$ cat src/hw/rtl/wsa_pkg.sv
// Shared types, constants and helper functions for the windowed slouch alert.
// Used by the front end, the queue, the back end and the top level.
package wsa_pkg;

    // Window geometry
    localparam int WIN_MAX   = 64;
    localparam int WIN_IDX_W = $clog2(WIN_MAX);
    localparam int CNT_W     = $clog2(WIN_MAX + 1);
    localparam int WIN_MIN   = 3;

    // Queue between front and back end
    localparam int Q_DEPTH = 2;
    localparam int Q_PTR_W = $clog2(Q_DEPTH);
    localparam int Q_CNT_W = $clog2(Q_DEPTH + 1);

    // Command codes on the input tuser
    localparam logic [2:0] CMD_SAMPLE  = 3'd0;
    localparam logic [2:0] CMD_TICK    = 3'd1;
    localparam logic [2:0] CMD_MODE    = 3'd2;
    localparam logic [2:0] CMD_LINK    = 3'd3;
    localparam logic [2:0] CMD_SESSION = 3'd4;

    // Mode codes
    localparam logic [1:0] MODE_DESK  = 2'd0;
    localparam logic [1:0] MODE_BREAK = 2'd1;

    // Configuration register indexes
    localparam logic [1:0] CFG_TILT_LIMIT      = 2'd0;
    localparam logic [1:0] CFG_RATIO_THRESHOLD = 2'd1;
    localparam logic [1:0] CFG_WINDOW_LENGTH   = 2'd2;
    localparam logic [1:0] CFG_COOLDOWN_MS     = 2'd3;

    // Reset values of the configuration registers
    localparam logic signed [15:0] RST_TILT_LIMIT      = 16'sd2000;
    localparam logic [8:0]         RST_RATIO_THRESHOLD = 9'd179;
    localparam logic [6:0]         RST_WINDOW_LENGTH   = 7'd30;
    localparam logic [31:0]        RST_COOLDOWN_MS     = 32'd60000;

    typedef enum logic [2:0] {
        OP_SAMPLE,
        OP_TICK,
        OP_MODE,
        OP_LINK,
        OP_SESSION,
        OP_NONE
    } op_kind_t;

    // Classified item handed from front end to back end
    typedef struct packed {
        op_kind_t    kind;
        logic        slouch_bit;
        logic [31:0] time_ms;
        logic [1:0]  mode_code;
        logic        link_up;
    } wsa_op_t;

    // Configuration seen by the back end
    typedef struct packed {
        logic [8:0]       ratio_threshold;
        logic [31:0]      cooldown_ms;
        logic [CNT_W-1:0] win_cap;
        logic [CNT_W-1:0] win_ready;
    } wsa_cfg_t;

    // Clamp the programmed length to [WIN_MIN, WIN_MAX]
    function automatic logic [CNT_W-1:0] win_cap_of(input logic [6:0] len);
        logic [CNT_W-1:0] c;
        if (int'(len) < WIN_MIN) begin
            c = CNT_W'(WIN_MIN);
        end else if (int'(len) > WIN_MAX) begin
            c = CNT_W'(WIN_MAX);
        end else begin
            c = CNT_W'(len);
        end
        return c;
    endfunction

    // max(WIN_MIN, cap / 3); cap / 3 as a multiply by 171/512
    function automatic logic [CNT_W-1:0] win_ready_of(input logic [CNT_W-1:0] cap);
        logic [CNT_W+7:0] prod;
        logic [CNT_W-1:0] third;
        prod  = (CNT_W + 8)'(cap) * (CNT_W + 8)'(171);
        third = CNT_W'(prod[CNT_W+7:9]);
        return (int'(third) < WIN_MIN) ? CNT_W'(WIN_MIN) : third;
    endfunction

    function automatic logic [31:0] sat_add32(input logic [31:0] a, input logic [31:0] b);
        logic [32:0] s;
        s = {1'b0, a} + {1'b0, b};
        return s[32] ? 32'hFFFF_FFFF : s[31:0];
    endfunction

endpackage

$ cat src/hw/rtl/windowed_slouch_alert.sv
// Windowed slouch alert: a beat goes through the front end into the queue register,
// then through the back end into the output register that holds its result beat.
// Throughput one item per cycle while m_tready keeps the output register drained.
// rst_n clears all control and counter state at once, with no clearing pass (payload
// is not reset); the block takes items as soon as reset is released.
// Depends on wsa_pkg, wsa_front, wsa_queue and wsa_back.
module windowed_slouch_alert (
    input  logic         clk,
    input  logic         rst_n,
    // Configuration write port
    input  logic         cfg_we,
    input  logic [1:0]   cfg_addr,
    input  logic [31:0]  cfg_data,
    // Input stream
    input  logic         s_tvalid,
    output logic         s_tready,
    // [15:0] angle_centideg, [47:16] time_ms, [49:48] mode_code, [50] link_up
    input  logic [55:0]  s_tdata,
    // [2:0] command
    input  logic [2:0]   s_tuser,
    // Result stream
    output logic         m_tvalid,
    input  logic         m_tready,
    // [0] alert_armed, [1] buzz_now, [2] slouching, [9:3] window_ones,
    // [16:10] window_fill, [32:17] alert_count, [64:33] good_time_ms,
    // [96:65] total_time_ms
    output logic [103:0] m_tdata
);
    import wsa_pkg::*;

    // Configuration registers. The window length is kept in its clamped form
    // together with the fill level at which the ratio test starts.
    logic signed [15:0] tilt_limit_reg, tilt_limit_next;
    logic [8:0]         threshold_reg, threshold_next;
    logic [31:0]        cooldown_reg, cooldown_next;
    logic [CNT_W-1:0]   win_cap_reg, win_cap_next;
    logic [CNT_W-1:0]   win_ready_reg, win_ready_next;
    logic               win_clr;

    wsa_cfg_t           cfg;

    // Front end to queue
    logic               q_full;
    logic               q_push;
    wsa_op_t            push_op;

    // Queue to back end
    logic               q_valid;
    logic               q_pop;
    wsa_op_t            head_op;

    // A write to the window length restarts the window
    assign win_clr = cfg_we && (cfg_addr == CFG_WINDOW_LENGTH);

    always_comb
    begin
        tilt_limit_next = tilt_limit_reg;
        threshold_next  = threshold_reg;
        cooldown_next   = cooldown_reg;
        win_cap_next    = win_cap_reg;
        win_ready_next  = win_ready_reg;
        if (cfg_we) begin
            case (cfg_addr)
                CFG_TILT_LIMIT:      tilt_limit_next = cfg_data[15:0];
                CFG_RATIO_THRESHOLD: threshold_next  = cfg_data[8:0];
                CFG_WINDOW_LENGTH:
                begin
                    win_cap_next   = win_cap_of(cfg_data[6:0]);
                    win_ready_next = win_ready_of(win_cap_of(cfg_data[6:0]));
                end
                CFG_COOLDOWN_MS:     cooldown_next   = cfg_data;
                default:
                begin
                    // no such register
                end
            endcase
        end
    end

    always_ff @(posedge clk or negedge rst_n)
    begin
        if (!rst_n) begin
            tilt_limit_reg <= RST_TILT_LIMIT;
            threshold_reg  <= RST_RATIO_THRESHOLD;
            cooldown_reg   <= RST_COOLDOWN_MS;
            win_cap_reg    <= win_cap_of(RST_WINDOW_LENGTH);
            win_ready_reg  <= win_ready_of(win_cap_of(RST_WINDOW_LENGTH));
        end else begin
            tilt_limit_reg <= tilt_limit_next;
            threshold_reg  <= threshold_next;
            cooldown_reg   <= cooldown_next;
            win_cap_reg    <= win_cap_next;
            win_ready_reg  <= win_ready_next;
        end
    end

    assign cfg.ratio_threshold = threshold_reg;
    assign cfg.cooldown_ms     = cooldown_reg;
    assign cfg.win_cap         = win_cap_reg;
    assign cfg.win_ready       = win_ready_reg;

    // Classify beats and turn the angle into a slouch bit
    wsa_front u_front (
        .s_tvalid   (s_tvalid),
        .s_tready   (s_tready),
        .s_tdata    (s_tdata),
        .s_tuser    (s_tuser),
        .tilt_limit (tilt_limit_reg),
        .q_full     (q_full),
        .q_push     (q_push),
        .q_op       (push_op)
    );

    // Decouple the input side from result back-pressure
    wsa_queue u_queue (
        .clk     (clk),
        .rst_n   (rst_n),
        .push    (q_push),
        .push_op (push_op),
        .full    (q_full),
        .pop     (q_pop),
        .valid   (q_valid),
        .head_op (head_op)
    );

    // Apply each item to the window and counters, register the result beat
    wsa_back u_back (
        .clk      (clk),
        .rst_n    (rst_n),
        .cfg      (cfg),
        .win_clr  (win_clr),
        .q_valid  (q_valid),
        .q_op     (head_op),
        .q_pop    (q_pop),
        .m_tvalid (m_tvalid),
        .m_tready (m_tready),
        .m_tdata  (m_tdata)
    );

endmodule

$ cat src/hw/rtl/wsa_front.sv
// Front end of the windowed slouch alert: takes input beats and classifies them.
// Depends on wsa_pkg.
module wsa_front (
    input  logic                  s_tvalid,
    output logic                  s_tready,
    input  logic [55:0]           s_tdata,
    input  logic [2:0]            s_tuser,
    input  logic signed [15:0]    tilt_limit,
    input  logic                  q_full,
    output logic                  q_push,
    output wsa_pkg::wsa_op_t      q_op
);
    import wsa_pkg::*;

    logic signed [15:0] angle;

    assign angle    = s_tdata[15:0];
    assign s_tready = !q_full;
    assign q_push   = s_tvalid && !q_full;

    always_comb
    begin
        q_op.slouch_bit = (angle > tilt_limit);
        q_op.time_ms    = s_tdata[47:16];
        q_op.mode_code  = s_tdata[49:48];
        q_op.link_up    = s_tdata[50];
        case (s_tuser)
            CMD_SAMPLE:  q_op.kind = OP_SAMPLE;
            CMD_TICK:    q_op.kind = OP_TICK;
            CMD_MODE:    q_op.kind = OP_MODE;
            CMD_LINK:    q_op.kind = OP_LINK;
            CMD_SESSION: q_op.kind = OP_SESSION;
            default:     q_op.kind = OP_NONE;
        endcase
    end

endmodule

$ cat src/hw/rtl/wsa_queue.sv
// Short queue of classified items between front and back end.
// Depends on wsa_pkg.
module wsa_queue (
    input  logic              clk,
    input  logic              rst_n,
    input  logic              push,
    input  wsa_pkg::wsa_op_t  push_op,
    output logic              full,
    input  logic              pop,
    output logic              valid,
    output wsa_pkg::wsa_op_t  head_op
);
    import wsa_pkg::*;

    wsa_op_t              entry_reg [Q_DEPTH];
    logic [Q_PTR_W-1:0]   wr_ptr_reg, wr_ptr_next;
    logic [Q_PTR_W-1:0]   rd_ptr_reg, rd_ptr_next;
    logic [Q_CNT_W-1:0]   count_reg, count_next;

    assign full    = (int'(count_reg) == Q_DEPTH);
    assign valid   = (count_reg != '0);
    assign head_op = entry_reg[rd_ptr_reg];

    always_comb
    begin
        wr_ptr_next = wr_ptr_reg;
        rd_ptr_next = rd_ptr_reg;
        count_next  = count_reg;
        if (push) begin
            wr_ptr_next = (int'(wr_ptr_reg) == Q_DEPTH - 1) ? '0 : wr_ptr_reg + 1'b1;
        end
        if (pop) begin
            rd_ptr_next = (int'(rd_ptr_reg) == Q_DEPTH - 1) ? '0 : rd_ptr_reg + 1'b1;
        end
        case ({push, pop})
            2'b10:   count_next = count_reg + 1'b1;
            2'b01:   count_next = count_reg - 1'b1;
            default: count_next = count_reg;
        endcase
    end

    always_ff @(posedge clk or negedge rst_n)
    begin
        if (!rst_n) begin
            wr_ptr_reg <= '0;
            rd_ptr_reg <= '0;
            count_reg  <= '0;
        end else begin
            wr_ptr_reg <= wr_ptr_next;
            rd_ptr_reg <= rd_ptr_next;
            count_reg  <= count_next;
        end
    end

    // Payload: no reset
    always_ff @(posedge clk)
    begin
        if (push) begin
            entry_reg[wr_ptr_reg] <= push_op;
        end
    end

endmodule

$ cat src/hw/rtl/wsa_back.sv
// Back end of the windowed slouch alert: window, buzz logic, session counters
// and the output register. Depends on wsa_pkg.
module wsa_back (
    input  logic              clk,
    input  logic              rst_n,
    input  wsa_pkg::wsa_cfg_t cfg,
    input  logic              win_clr,
    input  logic              q_valid,
    input  wsa_pkg::wsa_op_t  q_op,
    output logic              q_pop,
    output logic              m_tvalid,
    input  logic              m_tready,
    output logic [103:0]      m_tdata
);
    import wsa_pkg::*;

    // Window and decision state
    logic [WIN_MAX-1:0] win_reg, win_next;
    logic [CNT_W-1:0]   fill_reg, fill_next;
    logic [CNT_W-1:0]   ones_reg, ones_next;
    logic               slouch_reg, slouch_next;
    logic               pending_reg, pending_next;
    logic [31:0]        last_buzz_reg, last_buzz_next;
    logic               seen_reg, seen_next;
    logic [31:0]        last_tick_reg, last_tick_next;
    logic               desk_reg, desk_next;
    logic               link_reg, link_next;
    logic [15:0]        alerts_reg, alerts_next;
    logic [31:0]        good_reg, good_next;
    logic [31:0]        total_reg, total_next;

    // Output stage
    logic               out_valid_reg, out_valid_next;
    logic [103:0]       out_data_reg, out_data_next;

    // Sample path
    logic               full_win;
    logic               evict;
    logic [CNT_W-1:0]   fill_push;
    logic [CNT_W-1:0]   ones_push;
    logic [CNT_W+8:0]   ones_scaled;
    logic [CNT_W+8:0]   thr_fill;
    logic [31:0]        since_buzz;
    logic [31:0]        dt;
    logic               armed;
    logic               buzz;

    assign q_pop    = q_valid && (!out_valid_reg || m_tready);
    assign m_tvalid = out_valid_reg;
    assign m_tdata  = out_data_reg;

    assign full_win    = (fill_reg >= cfg.win_cap);
    assign evict       = full_win && win_reg[WIN_IDX_W'(cfg.win_cap - 1'b1)];
    assign fill_push   = full_win ? cfg.win_cap : fill_reg + 1'b1;
    assign ones_push   = ones_reg - CNT_W'(evict) + CNT_W'(q_op.slouch_bit);
    assign ones_scaled = {(CNT_W + 9)'(ones_push)} << 8;
    assign thr_fill    = (CNT_W + 9)'(cfg.ratio_threshold) * (CNT_W + 9)'(fill_push);
    assign since_buzz  = q_op.time_ms - last_buzz_reg;
    assign dt          = q_op.time_ms - last_tick_reg;

    always_comb
    begin
        win_next       = win_reg;
        fill_next      = fill_reg;
        ones_next      = ones_reg;
        slouch_next    = slouch_reg;
        pending_next   = pending_reg;
        last_buzz_next = last_buzz_reg;
        seen_next      = seen_reg;
        last_tick_next = last_tick_reg;
        desk_next      = desk_reg;
        link_next      = link_reg;
        alerts_next    = alerts_reg;
        good_next      = good_reg;
        total_next     = total_reg;
        armed          = 1'b0;
        buzz           = 1'b0;

        if (q_pop) begin
            case (q_op.kind)
                OP_SAMPLE:
                begin
                    win_next  = {win_reg[WIN_MAX-2:0], q_op.slouch_bit};
                    fill_next = fill_push;
                    ones_next = ones_push;
                    if (desk_reg && (fill_push >= cfg.win_ready)) begin
                        slouch_next = (ones_scaled >= thr_fill);
                        if (slouch_next && !pending_reg &&
                            (!seen_reg || (since_buzz >= cfg.cooldown_ms))) begin
                            pending_next = 1'b1;
                            armed        = 1'b1;
                            if (alerts_reg != 16'hFFFF) begin
                                alerts_next = alerts_reg + 16'd1;
                            end
                        end
                    end else begin
                        slouch_next = 1'b0;
                    end
                end
                OP_TICK:
                begin
                    last_tick_next = q_op.time_ms;
                    if (link_reg && desk_reg) begin
                        total_next = sat_add32(total_reg, dt);
                        if (!slouch_reg) begin
                            good_next = sat_add32(good_reg, dt);
                        end
                    end
                    if (pending_reg) begin
                        buzz           = 1'b1;
                        pending_next   = 1'b0;
                        last_buzz_next = q_op.time_ms;
                        seen_next      = 1'b1;
                    end
                end
                OP_MODE:
                begin
                    desk_next = (q_op.mode_code == MODE_DESK);
                    if (q_op.mode_code == MODE_BREAK) begin
                        win_next    = '0;
                        fill_next   = '0;
                        ones_next   = '0;
                        slouch_next = 1'b0;
                    end
                end
                OP_LINK:
                begin
                    link_next = q_op.link_up;
                    if (!q_op.link_up) begin
                        win_next    = '0;
                        fill_next   = '0;
                        ones_next   = '0;
                        slouch_next = 1'b0;
                    end
                end
                OP_SESSION:
                begin
                    alerts_next    = '0;
                    good_next      = '0;
                    total_next     = '0;
                    win_next       = '0;
                    fill_next      = '0;
                    ones_next      = '0;
                    last_buzz_next = '0;
                    seen_next      = 1'b0;
                end
                default:
                begin
                    // Unknown command: report status only
                end
            endcase
        end

        // Window length write: user must keep the block idle, not enforced
        if (win_clr) begin
            win_next  = '0;
            fill_next = '0;
            ones_next = '0;
        end
    end

    always_comb
    begin
        out_valid_next = out_valid_reg;
        out_data_next  = out_data_reg;
        if (q_pop) begin
            out_valid_next = 1'b1;
            out_data_next  = {7'd0, total_next, good_next, alerts_next,
                              7'(fill_next), 7'(ones_next), slouch_next, buzz, armed};
        end else if (m_tready) begin
            out_valid_next = 1'b0;
        end
    end

    always_ff @(posedge clk or negedge rst_n)
    begin
        if (!rst_n) begin
            win_reg       <= '0;
            fill_reg      <= '0;
            ones_reg      <= '0;
            slouch_reg    <= 1'b0;
            pending_reg   <= 1'b0;
            last_buzz_reg <= '0;
            seen_reg      <= 1'b0;
            last_tick_reg <= '0;
            desk_reg      <= 1'b1;
            link_reg      <= 1'b0;
            alerts_reg    <= '0;
            good_reg      <= '0;
            total_reg     <= '0;
            out_valid_reg <= 1'b0;
        end else begin
            win_reg       <= win_next;
            fill_reg      <= fill_next;
            ones_reg      <= ones_next;
            slouch_reg    <= slouch_next;
            pending_reg   <= pending_next;
            last_buzz_reg <= last_buzz_next;
            seen_reg      <= seen_next;
            last_tick_reg <= last_tick_next;
            desk_reg      <= desk_next;
            link_reg      <= link_next;
            alerts_reg    <= alerts_next;
            good_reg      <= good_next;
            total_reg     <= total_next;
            out_valid_reg <= out_valid_next;
        end
    end

    // Payload: no reset
    always_ff @(posedge clk)
    begin
        out_data_reg <= out_data_next;
    end

endmodule
$ cat config.mk
export PLATFORM = sky130hd
export DESIGN_NAME = windowed_slouch_alert
export DESIGN_NICKNAME = d
export VERILOG_FILES = /design/src/hw/rtl/wsa_pkg.sv /design/src/hw/rtl/windowed_slouch_alert.sv /design/src/hw/rtl/wsa_front.sv /design/src/hw/rtl/wsa_queue.sv /design/src/hw/rtl/wsa_back.sv
export SDC_FILE = /design/constraint.sdc
export NUM_CORES = 1
export LEC_CHECK = 0
export BUFFER_PORTS_ARGS = -buffer_cell sky130_fd_sc_hd__buf_2
export CORE_MARGIN = 4
export CORE_UTILIZATION = 39
export CTS_CLUSTER_SIZE = 25
export DETAILED_ROUTE_END_ITERATION = 16
export GPL_TIMING_DRIVEN = 0
export SYNTH_ARGS = -nofsm -noshare
export SYNTH_HDL_FRONTEND = slang
export SYNTH_SLANG_ARGS = --single-unit
$ cat constraint.sdc
create_clock -name clk -period 10 [get_ports clk]
set_clock_uncertainty 0.1 [all_clocks]
set_input_delay 0.5 -clock clk [delete_from_list [all_inputs] [get_ports clk]]
set_output_delay 0.5 -clock clk [all_outputs]
set_load 0.005 [all_outputs]
==> results of run 1 <==
[kinds of logic after synthesis]
family	synth area share [%]
AOI/OAI and AO/OA	16.6
xor gates and xnor gates	4.55
adders and majority gates	14.9
buffers and inverters	4.94
DFF	43.6
muxes	4.80
other	0.0127
and+or+nand+nor	10.6
[metal layers]
layer	part of all wire (%)	vias up	routed length, um
met1	48	10257	36400
met3	4.6	88	3480
met2	45	407	34300
li1	-	10650	-
met4	2.3	8	1770
met5	0.089	-	68
[worst max-delay path, delay by kind of cell, from the launching register on]
family	cells	cell delay, ps
xor+xnor	1	140
buf+inv	7	800
simple gates	9	1650
fa+ha+maj	7	2940
flops	1	580
compound gates	12	2890
[final cells by class]
cell class                 count  share of cell area (%)
clock inverter                26                   0.737
inverter                     276                    3.06
clock buffer                  75                    4.42
buffer                        93                    1.24
antenna                        1                 0.00737
multi-input combinational   1969                    44.8
timing repair buffer         235                    4.35
sequential                   477                    37.8
tap                          969                    3.57
[worst min path at each step]
stage	start	endpoint	slack, ps	cells after the start
2_1_floorplan	rst_n	cooldown_reg[0]	100	0
3_3_place_gp	win_ready_reg[4]	win_ready_reg[4]	370	2
3_5_place_dp	win_ready_reg[3]	win_ready_reg[3]	370	2
4_1_cts	cfg_data[18]	cooldown_reg[18]	1	2
5_1_grt	cfg_data[18]	cooldown_reg[18]	20	2
6_report	cfg_data[18]	cooldown_reg[18]	40	2
[what timing repair did]
action,in CTS,in global routing
endpoints found under the setup margin,22,34
resized for setup,2,9
hold buffers,39,0
endpoints found under the hold margin,127,0
[stage by stage]
stage | utilization, % | cell area, um2 | setup WS [ps] | TNS [ps] | cells
after floorplan | - | 29500 | 1630 | 0 | 2815
after global placement | 42.4 | 31600 | -190 | -667 | 3975
after detailed placement | 42.5 | 31800 | -261 | -1890 | 3980
after CTS | 45.4 | 33900 | 37.9 | 0 | 4120
after global routing | 45.5 | 34000 | 80.8 | 0 | 4120
final | 45.5 | 34000 | 694 | 0 | 4121
[cells in the mapped netlist (23+ instances only)]
library cell and count:
dfrtp_1 277, inv_1 276, ha_1 274, a21oi_1 210
o21ai_0 184, edfxtp_1 175, nor2_1 174, nand2_1 154
xnor2_1 104, nand3_1 73, a22o_1 71, a21o_1 67
nor2b_1 65, clkbuf_1 64, mux2_2 50, xor2_1 49
fa_1 48, mux2i_1 40, nand2b_1 40, nor3_1 34
o21bai_1 30, dfstp_2 25, a211oi_1 23, o21a_1 23
==> summary.txt, run 1 <==
Die
  • Rows: 100
  • Full die area: 0.0800 mm2
  • Core Area: between 0.07 and 0.08 mm2
  • Horizontal die dimension: 283 um
  • Boundary pin count: approximately 200
  • Height of the die: 283 um
  • Initial Util: between 30% and 40%

Routing
  • Number of nets with antenna violations after routing: 0
  • Wire length after detailed routing: around 76000 um
  • Number of search-and-repair iterations in the first detailed-routing pass: 5
  • Vias: ~21000
  • # DRC: 0
  • DRC violation total after the first TritonRoute iteration: 1332
  • Per-cell routed wire length: 18.4 um
  • DR vias/cell: 5.20

Worst setup path
  • Critical-path top delay cell: dfstp_2
  • Arrival @ worst endpoint: 9590 ps
  • Setup slack on the worst flop-to-flop path: 690 ps
  • CP Launch Type: flip-flop
  • Crit path top cell by count: inv_1
  • End point of the critical path: u_back.m_tdata[31]
  • Worst reg2reg path startpoint: win_cap_reg[3]
  • R2r worst-path depth: 36
  • Type of destination of the critical path: flip-flop
  • Longest individual stage delay on the worst path: 580 ps
  • FF-to-FF End: u_back.m_tdata[31]
  • Required time reported for the critical path endpoint: 10280 ps
  • Worst Path Class, Setup: flip-flop to flip-flop
  • Crit path from: win_cap_reg[3]
  • Maximum fanout count along the critical path: 10

GRT
  • Largest net degree at the start of global routing: 120
  • Global Route Usage Sum: about a fifth
  • Wire length of the first global-routing pass: ~120000 um
  • Total gr overflow: 0
  • Initial antenna violation count: 4
  • Via count of the first global-routing pass: around 21000
  • Met3 Track Usage GR: 3.27%
  • Global routing usage on met2: just under 30%
  • Busiest layer in global routing: met2
  • Global-route track usage on met1: 27.1%

Timing
  • Final period util: 93.1%
  • RSZ-0062 raised after global routing: false
  • Final Critical Period: 9310 ps
  • Max-slew violations: 0
  • Number of hold-slack violations in the final timing report: 0
  • Number of setup violations in the final report: 0
  • Remaining max-slew budget at the tightest pin: approximately an eighth
  • Max Clock Freq: 107 MHz
  • Worst Hold Slack: approximately 40 ps
  • Slew of the pin with the lowest slew margin: 1310 ps

Cells and area
  • Count of nets after finishing: 3526
  • Max reg flops: 97
  • Commonest cells after routing, fill and taps aside: dfrtp_1, inv_1, ha_1, a21oi_1, buf_2
  • Fill cell total of the finished layout: 7053
  • Sequential cell area: 0.0128 mm2
  • Layout Area Growth over Synthesis: 15.3%
  • Fraction of layout instances using a drive strength above 1: between 10 and 15%
  • Area of the multi-input gates: 0.0152 mm2
  • Most common library cell in the layout ignoring fill and taps: dfrtp_1

Synth
  • Number of distinct standard cells referenced by the synthesized netlist: 91
  • Syn Area/Cell: 10.5 um2
  • Fraction of registers with async set or reset after synthesis: 63.3%
  • Number of enable flip-flop cells after synthesis: 175
  • Synth warn: 0
  • Part of the Yosys area used for sequential elements: 43.6%
  • Top cells by area in the synthesized netlist: dfrtp_1, edfxtp_1, ha_1
  • Most used flip-flop cell after synthesis: dfrtp_1
  • Gate Count Post-Synth: 2809
  • Flip-flop and latch count after synthesis: approximately 480
  • Post-synthesis cell area: 0.0294 mm2
  • Top cell type by total area after synthesis: dfrtp_1
  • Portion of synthesized cell area occupied by the leading cell type: 23.5%

Flow run
  • Max-capacitance violation count: 0

Clock tree
  • Worst skew pair latency: 600 ps
  • Number of buffers on the longest clock path: 3
  • Number of clock sinks: 477
  • Buffers inserted during post-CTS setup optimization: 0
  • Reg clk slew, reported paths: around 60 ps
  • Number of clock buffers inserted by TritonCTS: 54
  • CTS tree: built
  • H-tree levels: 2
  • Cell at the root of the clock tree: clkbuf_16

Placement
  • Count of buffers inserted at the top-level ports: 191
  • Detail Placement HPWL: 58600 um
  • Placer congestion estimate: just under 0.9

Worst hold path
  • Worst hold path class: input port to flip-flop

Outcome
  • Status: complete, no violations
Power of run 1 is left out: the tool's default activity adds up to more than one toggle a clock period on the data nets, which glitch-free logic cannot reach.
==> inputs of run 2 (changes only) <==
- CORE_MARGIN: 4 -> 5
==> run 2 against run 1 <==
- cell count hardly changed
- register-to-register slack better by 120 ps
- sequential share of layout area is 0.076 points lower
- first-iteration DRC count is 6.1% higher
==> summary.txt, run 2 (same netlist as run 1, synthesis figures left out) <==
Worst setup path
  • Worst Path Class, Setup: flip-flop to flip-flop (unchanged)
  • Arrival @ worst endpoint: 9490 ps (was 9590 ps)
  • Required time reported for the critical path endpoint: 10310 ps (was 10280 ps)
  • Type of destination of the critical path: flip-flop (unchanged)
  • Setup slack on the worst flop-to-flop path: 820 ps (was 690 ps)
  • Longest individual stage delay on the worst path: 540 ps (was 580 ps)
  • Critical-path top delay cell: fa_1 (was dfstp_2)
  • CP Launch Type: flip-flop (unchanged)
  • Crit path top cell by count: inv_1 (unchanged)
  • Maximum fanout count along the critical path: 10 (unchanged)

GRT
  • Via count of the first global-routing pass: 21209 (was 20847)
  • Total gr overflow: 0 (unchanged)
  • Global Route Usage Sum: 18.5% (was 18.8%)
  • Wire length of the first global-routing pass: 120000 um (was 118000 um)
  • Largest net degree at the start of global routing: 116 (was 120)
  • Initial antenna violation count: 0 (was 4)

Placement
  • Detail Placement HPWL: 58600 um (about the same)
  • Count of buffers inserted at the top-level ports: 191 (unchanged)
  • Pre-CTS setup slack: -107 ps (was -261 ps)
  • Placer congestion estimate: 0.863 (was 0.865)
  • Post-placement cell count: 3980 (unchanged)

Clock tree
  • H-tree levels: 2 (unchanged)
  • Worst skew pair latency: 610 ps (was 600 ps)
  • Number of clock buffers inserted by TritonCTS: 51 (was 54)
  • Number of clock sinks: 477 (unchanged)
  • Reg clk slew, reported paths: 70 ps (was 60 ps)
  • Number of buffers on the longest clock path: 3 (unchanged)
  • CTS tree: built (unchanged)
  • Cell at the root of the clock tree: clkbuf_16 (unchanged)

Routing
  • Wire length after detailed routing: 76300 um (was 76000 um)
  • Vias: 21433 (was 21410)
  • Highest routed layer: met4 (was met5)
  • Number of nets with antenna violations after routing: 0 (unchanged)
  • Amount of wire on met2 after detailed routing: 34000 um (was 34300 um)
  • Per-cell routed wire length: 18.5 um (was 18.4 um)
  • Sum of met3 wire segment lengths after detailed routing: 3370 um (was 3480 um)
  • DR vias/cell: 5.20 (about the same)
  • Number of search-and-repair iterations in the first detailed-routing pass: 5 (unchanged)
  • # DRC: 0 (unchanged)
  • DRC violation total after the first TritonRoute iteration: 1413 (was 1332)
  • Wire length on met1: 36900 um (was 36400 um)

Timing
  • Max Clock Freq: 109 MHz (was 107 MHz)
  • Slew of the pin with the lowest slew margin: 1250 ps (was 1310 ps)
  • Max-slew violations: 0 (unchanged)
  • Number of hold-slack violations in the final timing report: 0 (unchanged)
  • Final Worst Setup Slack: 819 ps (was 694 ps)
  • Remaining max-slew budget at the tightest pin: 16.3% (was 11.8%)
  • RSZ-0062 raised after global routing: false (unchanged)
  • Final period util: 91.8% (was 93.1%)
  • Final Critical Period: 9180 ps (was 9310 ps)
  • Number of setup violations in the final report: 0 (unchanged)

Outcome
  • Status: complete, no violations (unchanged)

Die
  • Boundary pin count: 204 (unchanged)
  • Horizontal die dimension: 285 um (was 283 um)
  • Initial Util: 39.4% (unchanged)
  • Full die area: 0.0811 mm2 (was 0.0800 mm2)
  • Height of the die: 285 um (was 283 um)
  • Core Area: 0.0747 mm2 (unchanged)
  • Rows: 100 (unchanged)

Cells and area
  • Fraction of layout instances using a drive strength above 1: 14.6% (was 14.2%)
  • Max reg flops: 97 (unchanged)
  • Commonest cells after routing, fill and taps aside: dfrtp_1, inv_1, ha_1, a21oi_1, buf_2 (unchanged)
  • Count of nets after finishing: 3526 (unchanged)
  • Non-Filler Instances: 4118 (was 4121)
  • Layout Area Growth over Synthesis: 15.6% (was 15.3%)
  • Most common library cell in the layout ignoring fill and taps: dfrtp_1 (unchanged)

Worst hold path
  • Worst hold path class: input port to flip-flop (unchanged)

Flow run
  • Max-capacitance violation count: 0 (unchanged)
==> run 2: cell count changes in the layout (fill, tap and decap cells not counted), moves of 4 or more <==
cell and change:
clkbuf_1 -13, clkinvlp_4 +5, buf_4 +4, bufinv_16 +4, clkbuf_8 -4
==> run 2: path summary, 6_finish.rpt <==
path	start	endpoint	cells after the start
max	u_back.fill_reg[5]	u_back.m_tdata[25]	37
min	cfg_data[29]	cooldown_reg[29]	2
max reg2reg	u_back.fill_reg[5]	u_back.m_tdata[25]	37
min reg2reg	win_ready_reg[3]	win_ready_reg[3]	2
max in group asynchronous	rst_n	cooldown_reg[30]	3
min in group asynchronous	rst_n	tilt_limit_reg[12]	2
==> run 2: worst max-delay path, delay by kind of cell, from the launching register on <==
| family | cells | cell delay (ps) |
|---|---|---|
| AOI/OAI and AO/OA | 12 | 2630 |
| xor gates and xnor gates | 1 | 140 |
| adders and majority gates | 7 | 3050 |
| buffers and inverters | 9 | 1250 |
| DFF | 1 | 460 |
| and+or+nand+nor | 8 | 1340 |
==> run 2: layout make-up <==
class / count / area, um2
Multi-Input combinational cell: 1969 / 15200
Clock buffer: 58 / 1380
Timing Repair Buffer: 238 / 1500
Sequential cell: 477 / 12800
Antenna cell: 1 / 2.50
Buffer: 93 / 422
Tap cell: 969 / 1210
Fill cell: 7038 / 40700
Inverter: 276 / 1040
Clock inverter: 37 / 430
==> run 2: repair_timing <==
item / in CTS / in global routing
buffers inserted: 0 / 4
resized for setup: 2 / 11
gates cloned: 0 / 0
endpoints found under the hold margin: 131 / 0
setup endpoints to repair: 9 / 33
hold buffers: 38 / 0
==> run 2: per-layer routing <==
| metal | vias up | track usage [%] |
|---|---|---|
| met3 | 102 | 2.65 |
| li1 | 10634 | - |
| met1 | 10303 | 27.0 |
| met5 | - | 0 |
| met2 | 394 | 28.9 |
| met4 | 0 | 4.91 |
==> run 2: per-stage QoR <==
step	instance area (um2)	hold slack, ps	TNS [ps]	utilization, %
2_1_floorplan	29500	104	0	-
6_report	34000	39.8	0	45.6
5_1_grt	34000	17.2	0	45.6
3_3_place_gp	31600	365	-2110	42.4
3_5_place_dp	31800	373	-188	42.5
4_1_cts	34000	4.28	0	45.5
Power of run 2 is left out for the same reason.
==> inputs of run 3 (changes only) <==
- ABC_AREA: not set -> 1
- CAP_MARGIN: not set -> 15
- CORE_UTILIZATION: 39 -> 40
==> run 3 against run 2 <==
- final area up 3.7%
- global-route usage grew 1.8 points
- flip-flop and latch count unchanged
- first-iteration DRC count grew 12%
- via count increased by 19%
- sequential share of layout area decreased by 1.3 points
- register-to-register slack improved by 650 ps
- die area rose by 1.5%
- synthesized cell count increased by 31%
- worst hold slack worse by 13 ps
- count of clock-buffer cells in the layout increased by 11
- non-clock buffer count increased by 6
==> summary.txt, run 3 <==
Outcome
  • Status: complete, no violations (unchanged)

Routing
  • Number of nets with antenna violations after routing: 0 (unchanged)
  • Vias: 25443 (was 21433)
  • DR vias/cell: 5.05 (was 5.20)
  • # DRC: 0 (unchanged)
  • Number of search-and-repair iterations in the first detailed-routing pass: 5 (unchanged)
  • Per-cell routed wire length: 16.8 um (was 18.5 um)
  • Wire length after detailed routing: 84900 um (was 76300 um)
  • DRC violation total after the first TritonRoute iteration: 1578 (was 1413)

Clock tree
  • H-tree levels: 2 (unchanged)
  • Reg clk slew, reported paths: 70 ps (about the same)
  • Cell at the root of the clock tree: clkbuf_16 (unchanged)
  • Number of clock sinks: 477 (unchanged)
  • CTS tree: built (unchanged)
  • CTS-repair resized insts: 0 (was 2)
  • Worst skew pair latency: 630 ps (was 610 ps)
  • Number of clock buffers inserted by TritonCTS: 52 (was 51)
  • Number of buffers on the longest clock path: 3 (unchanged)

Timing
  • Max Clock Freq: 117 MHz (was 109 MHz)
  • Max-slew violations: 0 (unchanged)
  • Final Critical Period: 8530 ps (was 9180 ps)
  • RSZ-0062 raised after global routing: false (unchanged)
  • TNS Setup: 0 ps (unchanged)
  • Remaining max-slew budget at the tightest pin: 35.5% (was 16.3%)
  • Number of hold-slack violations in the final timing report: 0 (unchanged)
  • Slew of the pin with the lowest slew margin: 961 ps (was 1250 ps)
  • Number of setup violations in the final report: 0 (unchanged)
  • Final period util: 85.3% (was 91.8%)

Worst setup path
  • Required time reported for the critical path endpoint: 10250 ps (was 10310 ps)
  • Maximum fanout count along the critical path: 10 (unchanged)
  • Worst reg2reg path startpoint: win_cap_reg[2] (was u_back.fill_reg[5])
  • Type of destination of the critical path: flip-flop (unchanged)
  • FF-to-FF End: u_back.m_tdata[31] (was u_back.m_tdata[25])
  • Crit path top cell by count: nand2_1 (was inv_1)
  • R2r worst-path depth: 43 (was 37)
  • Critical-path top delay cell: o21ai_1 (was fa_1)
  • Worst Path Class, Setup: flip-flop to flip-flop (unchanged)
  • CP Launch Type: flip-flop (unchanged)
  • Setup slack on the worst flop-to-flop path: 1470 ps (was 820 ps)
  • Arrival @ worst endpoint: 8780 ps (was 9490 ps)
  • Longest individual stage delay on the worst path: 760 ps (was 540 ps)

Worst hold path
  • Hold wc startpoint: s_tdata[49] (was cfg_data[29])
  • Worst hold path class: input port to flip-flop (unchanged)
  • Cell depth of the worst hold path: 1 (was 2)
  • Min-Delay Endpoint: u_queue.entry_reg[1][2] (was cooldown_reg[29])

Die
  • Boundary pin count: 204 (unchanged)
  • Horizontal die dimension: 287 um (was 285 um)
  • Core Area: 0.0759 mm2 (was 0.0747 mm2)
  • Height of the die: 287 um (was 285 um)
  • Full die area: 0.0823 mm2 (was 0.0811 mm2)
  • Initial Util: 40.4% (was 39.4%)
  • Rows: 101 (was 100)

GRT
  • Initial antenna violation count: 5 (was 0)
  • Largest net degree at the start of global routing: 113 (was 116)
  • Via count of the first global-routing pass: 24920 (was 21209)
  • Global Route Usage Sum: 20.3% (was 18.5%)
  • Wire length of the first global-routing pass: 135000 um (was 120000 um)
  • Total gr overflow: 0 (unchanged)

Synth
  • Most used flip-flop cell after synthesis: dfrtp_1 (unchanged)
  • Gate Count Post-Synth: 3669 (was 2809)
  • Synth warn: 0 (unchanged)
  • Top cells by area in the synthesized netlist: dfrtp_1, edfxtp_1, ha_1 (unchanged)
  • Number of enable flip-flop cells after synthesis: 175 (unchanged)
  • Portion of synthesized cell area occupied by the leading cell type: 22.6% (was 23.5%)
  • Top cells by instance count after synthesis: nand2_1, inv_1, nor2_1, o21ai_0, dfrtp_1 (was dfrtp_1, inv_1, ha_1, a21oi_1, o21ai_0)
  • Part of the Yosys area used for sequential elements: 41.9% (was 43.6%)
  • Post-synthesis cell area: 0.0307 mm2 (was 0.0294 mm2)
  • Fraction of registers with async set or reset after synthesis: 63.3% (unchanged)
  • Syn Area/Cell: 8.36 um2 (was 10.5 um2)
  • Flip-flop and latch count after synthesis: 477 (unchanged)
  • Number of distinct standard cells referenced by the synthesized netlist: 53 (was 91)
  • Top-count cell post-synth: nand2_1 (was dfrtp_1)
  • Top cell type by total area after synthesis: dfrtp_1 (unchanged)

Cells and area
  • Fill cell total of the finished layout: 7457 (was 7038)
  • Cell area after layout: 0.0353 mm2 (was 0.0340 mm2)
  • Commonest cells after routing, fill and taps aside: nand2_1, inv_1, nor2_1, o21ai_0, dfrtp_1 (was dfrtp_1, inv_1, ha_1, a21oi_1, buf_2)
  • Count of nets after finishing: 4386 (was 3526)
  • Layout Area Growth over Synthesis: 15.1% (was 15.6%)
  • Most common library cell in the layout ignoring fill and taps: nand2_1 (was dfrtp_1)
  • Fraction of layout instances using a drive strength above 1: 9.38% (was 14.6%)
  • Max reg flops: 97 (unchanged)

Placement
  • Placer congestion estimate: 0.896 (was 0.863)
  • Count of buffers inserted at the top-level ports: 191 (unchanged)
  • Detail Placement HPWL: 66400 um (was 58600 um)
  • Placed Instance Area: 0.0331 mm2 (was 0.0318 mm2)

Flow run
  • Max-capacitance violation count: 0 (unchanged)
run 3: layout make-up:
type / instances / area (um2) / area share, %
Multi-Input combinational cell: 2554 / 15400 / 43.5
Sequential cell: 477 / 12800 / 36.4
Inverter: 544 / 2040 / 5.79
Timing Repair Buffer: 237 / 1520 / 4.30
Clock buffer: 69 / 1440 / 4.07
Tap cell: 1030 / 1290 / 3.65
Buffer: 100 / 463 / 1.31
Clock inverter: 29 / 332 / 0.940
Antenna cell: 2 / 5.00 / 0.0142
run 3: worst max-delay path, delay by kind of cell, from the launching register on:
family,cells,cell delay (ps)
DFF,1,540
AOI/OAI and AO/OA,3,1120
buffers and inverters,8,970
and+or+nand+nor,24,2290
adders and majority gates,7,3060
xor gates and xnor gates,1,170
run 3: how the worst max path moves through the flow:
stage | start | to | slack (ps) | cells past startpoint
finish | win_cap_reg[2] | u_back.m_tdata[31] | 1470 | 43
global route | win_cap_reg[4] | u_back.m_tdata[31] | 840 | 41
CTS | win_cap_reg[2] | u_back.m_tdata[31] | 1480 | 43
detailed placement | win_cap_reg[2] | u_back.m_tdata[31] | 1530 | 41
global placement | win_cap_reg[2] | u_back.m_tdata[31] | 1530 | 43
floorplan | win_cap_reg[4] | u_back.m_tdata[31] | 3020 | 40
run 3: stage by stage:
stage                     setup slack [ps]  hold WS [ps]  utilization (%)  instances
after floorplan                       3020           104                -       3675
after global placement                1530           367             43.4       4896
after detailed placement              1530           345             43.6       4903
after CTS                             1480          2.07             46.4       5040
after global routing                   837          6.48             46.4       5040
final                                 1470          27.0             46.5       5042
run 3: timing repair:
item	in CTS	in global routing
hold buffers	39	0
endpoints found under the hold margin	159	0
setup buffers	0	0
run 3: metal layers:
metal / GRT usage, % / share of wire (%) / vias up
met5: 0 / 0.025 / -
met4: 6.14 / 3.1 / 4
met3: 2.72 / 4.4 / 131
met2: 33.0 / 45 / 553
met1: 28.4 / 47 / 11923
li1: - / - / 12832
run 3: kinds of logic after synthesis:
kind of cell / count (synthesis) / share of synthesized area [%]
other: 1 / 0.0122
flip-flops: 477 / 41.9
multiplexers: 2 / 0.0653
AO/OA/AOI/OAI: 819 / 14.9
adder cells (fa/ha/maj): 322 / 14.3
XOR/XNOR: 126 / 3.60
AND/OR/NAND/NOR: 1278 / 17.0
buffers and inverters: 644 / 8.16
Power of run 3 is left out for the same reason.
